File: config.mk
export PLATFORM = sky130hd
export DESIGN_NAME = ektl_ctrl
export DESIGN_NICKNAME = d
export VERILOG_FILES = /design/src/hdl/ektl_pkg.sv /design/src/hdl/ektl_ctrl.sv
export SDC_FILE = /design/constraint.sdc
export NUM_CORES = 1
export LEC_CHECK = 0
export ABC_CLOCK_PERIOD_IN_PS = 1500
export BUFFER_PORTS_ARGS = -buffer_cell sky130_fd_sc_hd__buf_2
export CAP_MARGIN = 10
export CORE_UTILIZATION = 27
export CTS_BUF_LIST = sky130_fd_sc_hd__clkbuf_2 sky130_fd_sc_hd__clkbuf_4 sky130_fd_sc_hd__clkbuf_8
export DETAILED_ROUTE_END_ITERATION = 7
export MAX_ROUTING_LAYER = met4
export RECOVER_POWER = 25
export SLEW_MARGIN = 20
export SYNTH_ARGS = -nofsm -noshare
export SYNTH_HDL_FRONTEND = slang
export SYNTH_SLANG_ARGS = --single-unit
File: constraint.sdc
create_clock -name clk -period 1.5 [get_ports clk]
set_input_delay 0.15 -clock clk [delete_from_list [all_inputs] [get_ports clk]]
set_output_delay 0.15 -clock clk [all_outputs]
set_load 0.05 [all_outputs]
File: src/hdl/ektl_pkg.sv
// shared types and constants of the expiring key table
`default_nettype none
package ektl_pkg;
  localparam int KEY_WORDS = 4;
  localparam int LEN_W = 6;
  localparam int EXP_W = 32;

  // commands from controller to datapath
  typedef struct packed {
    logic load;        // capture request fields
    logic cmp_start;   // reset compaction pointers
    logic cmp_step;    // process one source entry
    logic cmp_done;    // latch compacted count
    logic srch_start;  // reset search pointer
    logic srch_step;   // compare one entry
    logic add;         // append entry
    logic finish;      // load result register
  } ektl_cmd_t;

  // status from datapath to controller
  typedef struct packed {
    logic cmp_last;    // last source entry issued
    logic srch_last;   // search finished (hit or end)
    logic is_add;      // request is an add
  } ektl_sts_t;
endpackage
`default_nettype wire

File: src/hdl/ektl_ctrl.sv
// controller state machine of the expiring key table
`default_nettype none
module ektl_ctrl (
  input  wire logic clk,
  input  wire logic rst,
  input  wire logic in_valid,
  output logic      in_ready,
  output logic      out_valid,
  input  wire logic out_ready,
  input  wire ektl_pkg::ektl_sts_t sts,
  output ektl_pkg::ektl_cmd_t cmd
);
  typedef enum logic [5:0] {
    S_IDLE = 6'b000001,
    S_CMP  = 6'b000010,
    S_DRN  = 6'b000100,
    S_SRCH = 6'b001000,
    S_ADD  = 6'b010000,
    S_FIN  = 6'b100000
  } state_t;

  state_t state, state_next;
  logic   busy;

  // sequencing
  always_comb begin
    state_next = state;
    cmd = '0;
    case (state)
      S_IDLE: begin
        if (in_valid && in_ready) begin
          cmd.load = 1'b1;
          cmd.cmp_start = 1'b1;
          state_next = S_CMP;
        end
      end
      S_CMP: begin
        cmd.cmp_step = 1'b1;
        if (sts.cmp_last) state_next = S_DRN;
      end
      S_DRN: begin
        cmd.cmp_done = 1'b1;
        cmd.srch_start = 1'b1;
        state_next = sts.is_add ? S_ADD : S_SRCH;
      end
      S_SRCH: begin
        cmd.srch_step = 1'b1;
        if (sts.srch_last) state_next = S_FIN;
      end
      S_ADD: begin
        cmd.add = 1'b1;
        state_next = S_FIN;
      end
      S_FIN: begin
        // wait until the output register is free
        if (!out_valid || out_ready) begin
          cmd.finish = 1'b1;
          state_next = S_IDLE;
        end
      end
      default: state_next = S_IDLE;
    endcase
  end

  always_ff @(posedge clk) begin
    if (rst) state <= S_IDLE;
    else state <= state_next;
  end

  // result register: holds one transaction until taken
  always_ff @(posedge clk) begin
    if (rst) out_valid <= 1'b0;
    else if (cmd.finish) out_valid <= 1'b1;
    else if (out_ready) out_valid <= 1'b0;
  end

  assign busy = (state != S_IDLE);
  assign in_ready = !busy;

  a_fin_sets_valid: assert property (@(posedge clk) disable iff (rst)
    cmd.finish |=> out_valid) else $error("finish did not raise valid");
  a_no_accept_busy: assert property (@(posedge clk) disable iff (rst)
    busy |-> !in_ready) else $error("ready while busy");
  a_one_hot: assert property (@(posedge clk) disable iff (rst)
    $onehot(state)) else $error("state not one-hot");
endmodule
`default_nettype wire

* Word level (Yosys, flattened, before mapping)
Cells that the tools add are included.
Storage, ports and cells: logic and storage cells 35, output and inout port bits 10, input port bits 7, register bits 7
Operators by class: muxes and demuxes 16, reduce and logical (&&, ||, !) cells 6, equal/unequal tests 11
Operators with widths (count):
- one-hot mux 6 bit (6 select lines) | 1
- 2-to-1 mux 6 bit | 4
- != test 2 bit (second input constant) | 4
- 2-to-1 mux 1 bit | 7
- == test 6 x 1 -> 1 bit (second input constant) | 1
- == test 6 x 2 -> 1 bit (second input constant) | 1
- == test 6 x 3 -> 1 bit (second input constant) | 1
- == test 6 x 4 -> 1 bit (second input constant) | 1
- == test 6 x 5 -> 1 bit (second input constant) | 1
- == test 6 bit (second input constant) | 1
- 2-to-1 mux 2 bit | 3
- != test 6 x 1 -> 1 bit (second input constant) | 1
- 2-to-1 mux 5 bit | 1
- AND reduction 4 bit | 1
- zero test 1 bit | 2
- nonzero test 2 bit | 1
- logical AND 1 bit | 1
- logical OR 1 bit | 1

* Longest topological paths before layout
depth in word-level cells 5, mapped depth 6

* Worst setup path after synthesis
No wires, ideal clock.
kind reg2out, start point register state[1], end point output port cmd[7] (netlist name), path slack -1.172 ns, data required time 1.350 ns, arrival 2.522 ns, buffers on the path 2, stages on the path, launching flop included 6, cell sequence dfxtp_1 buf_6 or4_4 nor2_1 and2_1 buf_4
RTL lines:
- start: declaration | line ektl_ctrl.sv:22 | state_t state, state_next;
- start signal: assignment | line ektl_ctrl.sv:67 | else state <= state_next;
- end: declaration | line ektl_ctrl.sv:11 | output ektl_pkg::ektl_cmd_t cmd

==> run summary <==
Fmax -> 563 MHz
Worst Path Max Fanout -> 3
Drt pass-1 iters -> 4
TNS Setup -> -2670 ps
GRT overflow -> 0
Failing checks -> negative setup slack
Post-Synthesis Cells -> 56
End of the critical path -> cmd[5]
Core area -> 0.00159 mm2
Final setup margin -> -277 ps
Post-synth top area cell -> dfxtp_1
Post-synthesis sequential area ratio -> 0.287
Psw -> 0.000249 W
Startpoint types -> register
Post-Syn Area -> 488 um2
Most common flop cell mapped by yosys -> dfxtp_1
Maximum clock insertion buffer count -> 2
Final Cycle Share -> 1.18
Top-count cell post-synth -> dfxtp_1
EDFF count, synth -> 0
# clock sinks -> 7
Pwr dens -> 770 mW/mm2
Clk_lat worst skew -> 250 ps
FF-to-FF End -> state[3]
CP arrival -> 1630 ps
Reg-to-reg startpoint -> state[5]
Chip height -> 44.5 um
Root Buffer -> clkbuf_4
Final GP Congestion -> 0.830
Nets -> 102
Largest net degree at the start of global routing -> 9
Max_cap viols -> 0
CTS tree -> yes
Slew HR -> 0.610
Slowest CP cell -> or4_4
Clock share of power -> 0.265
Place WS -> -137 ps
Final Core Density -> 0.594
Overall Global Routing Usage -> 0.170
CTS Buf Count -> 3
Hold Path Class -> input pin to register
Critical path required time -> 1350 ps
Switching fraction of total power -> 0.341
Share of layout cells above drive strength 1 -> 0.766
CP Capture Type -> output port
Status -> finished with violations
Combinational group share of total power -> 0.446
Internal cell power -> 0.000481 W
VDD IR max -> 0.388 mV
#FFs+latches synth -> 7
Area of the die -> 0.00198 mm2
Via density -> 4.74
Final setup viols -> 15
Starting Density -> 0.306
Top cells by count, synth -> dfxtp_1 (7), nor2_1 (5), buf_4 (4)
Async set-reset flop share out of synthesis -> 0
Num ports -> 17
First-pass GRT wire length -> 2.29 mm
Final hold violations -> 0
Setup Skew -> 3.16 ps
Vias in the first global route -> 513
Mean post-synth cell area -> 8.71 um2
Die Width -> 44.5 um
Reg2reg setup slack -> -170 ps
Slowest stage delay, CP -> 580 ps
Total power draw -> 0.000729 W
Leak Pwr -> 0.413 nW
Largest cells by area after synthesis -> dfxtp_1 (29%), buf_4 (6.2%), buf_6 (4.6%), nor3b_1 (4.6%), nand2b_1 (3.8%)
Reg2Reg Depth -> 6
Setup Crit Path Kind -> register to output port
Hold WS -> 184 ps
Hold Path Depth -> 2
WL final -> 1.60 mm
Max Slew Vio Count -> 0
Antenna cells -> 0
H-tree levels -> 1
Row count -> 14
Unrepaired setup endpoints after global routing -> true
Buffers added on ports -> 16
Crit path cell chain -> or4_4 -> nor3b_4 -> buf_6
Yosys warns -> 0
Flop pwr share -> 0.289
Initial antenna violation count -> 0
Min cycle time layout -> 1780 ps
Crit path from -> state[5]
Post-route DRC violation count -> 0
Synth unique cells -> 30
Clock transition at path regs -> 50 ps
Yosys top cell area share -> 0.287
Area Growth Syn to Fin -> 94.1%
DR iter-0 viols -> 1
Syn Nets -> 63
Worst Tran Pin Value -> 587 ps
Antenna Nets Post-Route -> 0
Detail Placement HPWL -> 1.02 mm
Via count -> 559
Routed wire per std cell -> 13.6 um
worst min path at each step:
stage | slack, ps | to | from
after floorplan | 330 | state[4] | sts[0]
after global placement | 440 | out_valid | rst
after detailed placement | 450 | state[4] | sts[0]
after CTS | 170 | out_valid | rst
after global routing | 170 | state[4] | sts[0]
final | 180 | state[4] | sts[0]
sequential cells by signal, indices dropped and copies added, names as in the netlist:
name and count:
out_valid 1, state 6
logic make-up (layout without fill, tap and decap cells):
family | count (synthesis) | in the layout | share of synthesized area
and+or+nand+nor | 30 | 30 | 0.433
buffers and inverters | 9 | 47 | 0.131
DFF | 7 | 7 | 0.287
AOI/OAI and AO/OA | 9 | 9 | 0.131
xor gates and xnor gates | 1 | 1 | 0.0180
metal layers:
| layer | track usage | wire length, um | vias up |
|---|---|---|---|
| li1 | - | - | 279 |
| met1 | 0.181 | 647 | 263 |
| met2 | 0.276 | 889 | 17 |
| met3 | 0.0694 | 64 | 0 |
| met4 | 0.0727 | 0 | 0 |
| met5 | - | 0 | - |
placed cells by master, fill, tap and decap left out, drive strengths merged:
cell | synthesis | layout
a2111o | 1 | 1
a211oi | 1 | 1
a21oi | 3 | 3
a22o | 1 | 1
a22oi | 1 | 1
a31o | 1 | 1
and2 | 1 | 1
and4b | 1 | 1
buf | 7 | 40
clkbuf | 0 | 5
clkinvlp | 0 | 1
dfxtp | 7 | 7
inv | 2 | 1
nand2b | 3 | 3
nand3b | 2 | 2
nor2 | 5 | 5
nor2b | 2 | 2
nor3 | 4 | 4
nor3b | 4 | 4
nor4 | 1 | 1
nor4b | 1 | 1
o21ai | 1 | 1
or2 | 1 | 1
or3 | 1 | 1
or3b | 2 | 2
or4 | 2 | 2
xor2 | 1 | 1
per-stage QoR:
stage | instance area, um2 | cells
floorplan | 536 | 56
global placement | 698 | 105
detailed placement | 698 | 105
CTS | 828 | 112
global route | 947 | 118
finish | 947 | 118
power groups by stage:
stage	clock network (W)	registers, W	logic, W
floorplan	0	0.000206	0.000193
global placement	0	0.000209	0.000223
detailed placement	0	0.000210	0.000226
CTS	0.000201	0.000209	0.000270
global route	0.000218	0.000211	0.000343
finish	0.000194	0.000211	0.000325
critical path: cells and delay by family, from the launching register on:
family                 cells  cell delay, ps
AND/OR/NAND/NOR            2             840
flip-flops                 1             330
buffers and inverters      1             200
area by class of cell:
class,instances,area (um2)
sequential,7,151
inverter,2,11.3
fill,134,647
tap,24,30.0
multi-input combinational,40,372
timing repair buffer,41,353
clock buffer,4,30.0
what timing repair did:
item,in CTS,in global routing
gates cloned,0,0
hold endpoints to repair,0,0
setup endpoints to repair,15,15
pin swaps,6,7
hold buffers,0,0
buffers inserted,3,6
gates resized for setup,25,19
No activity file was read; power rests on OpenSTA's default activity.
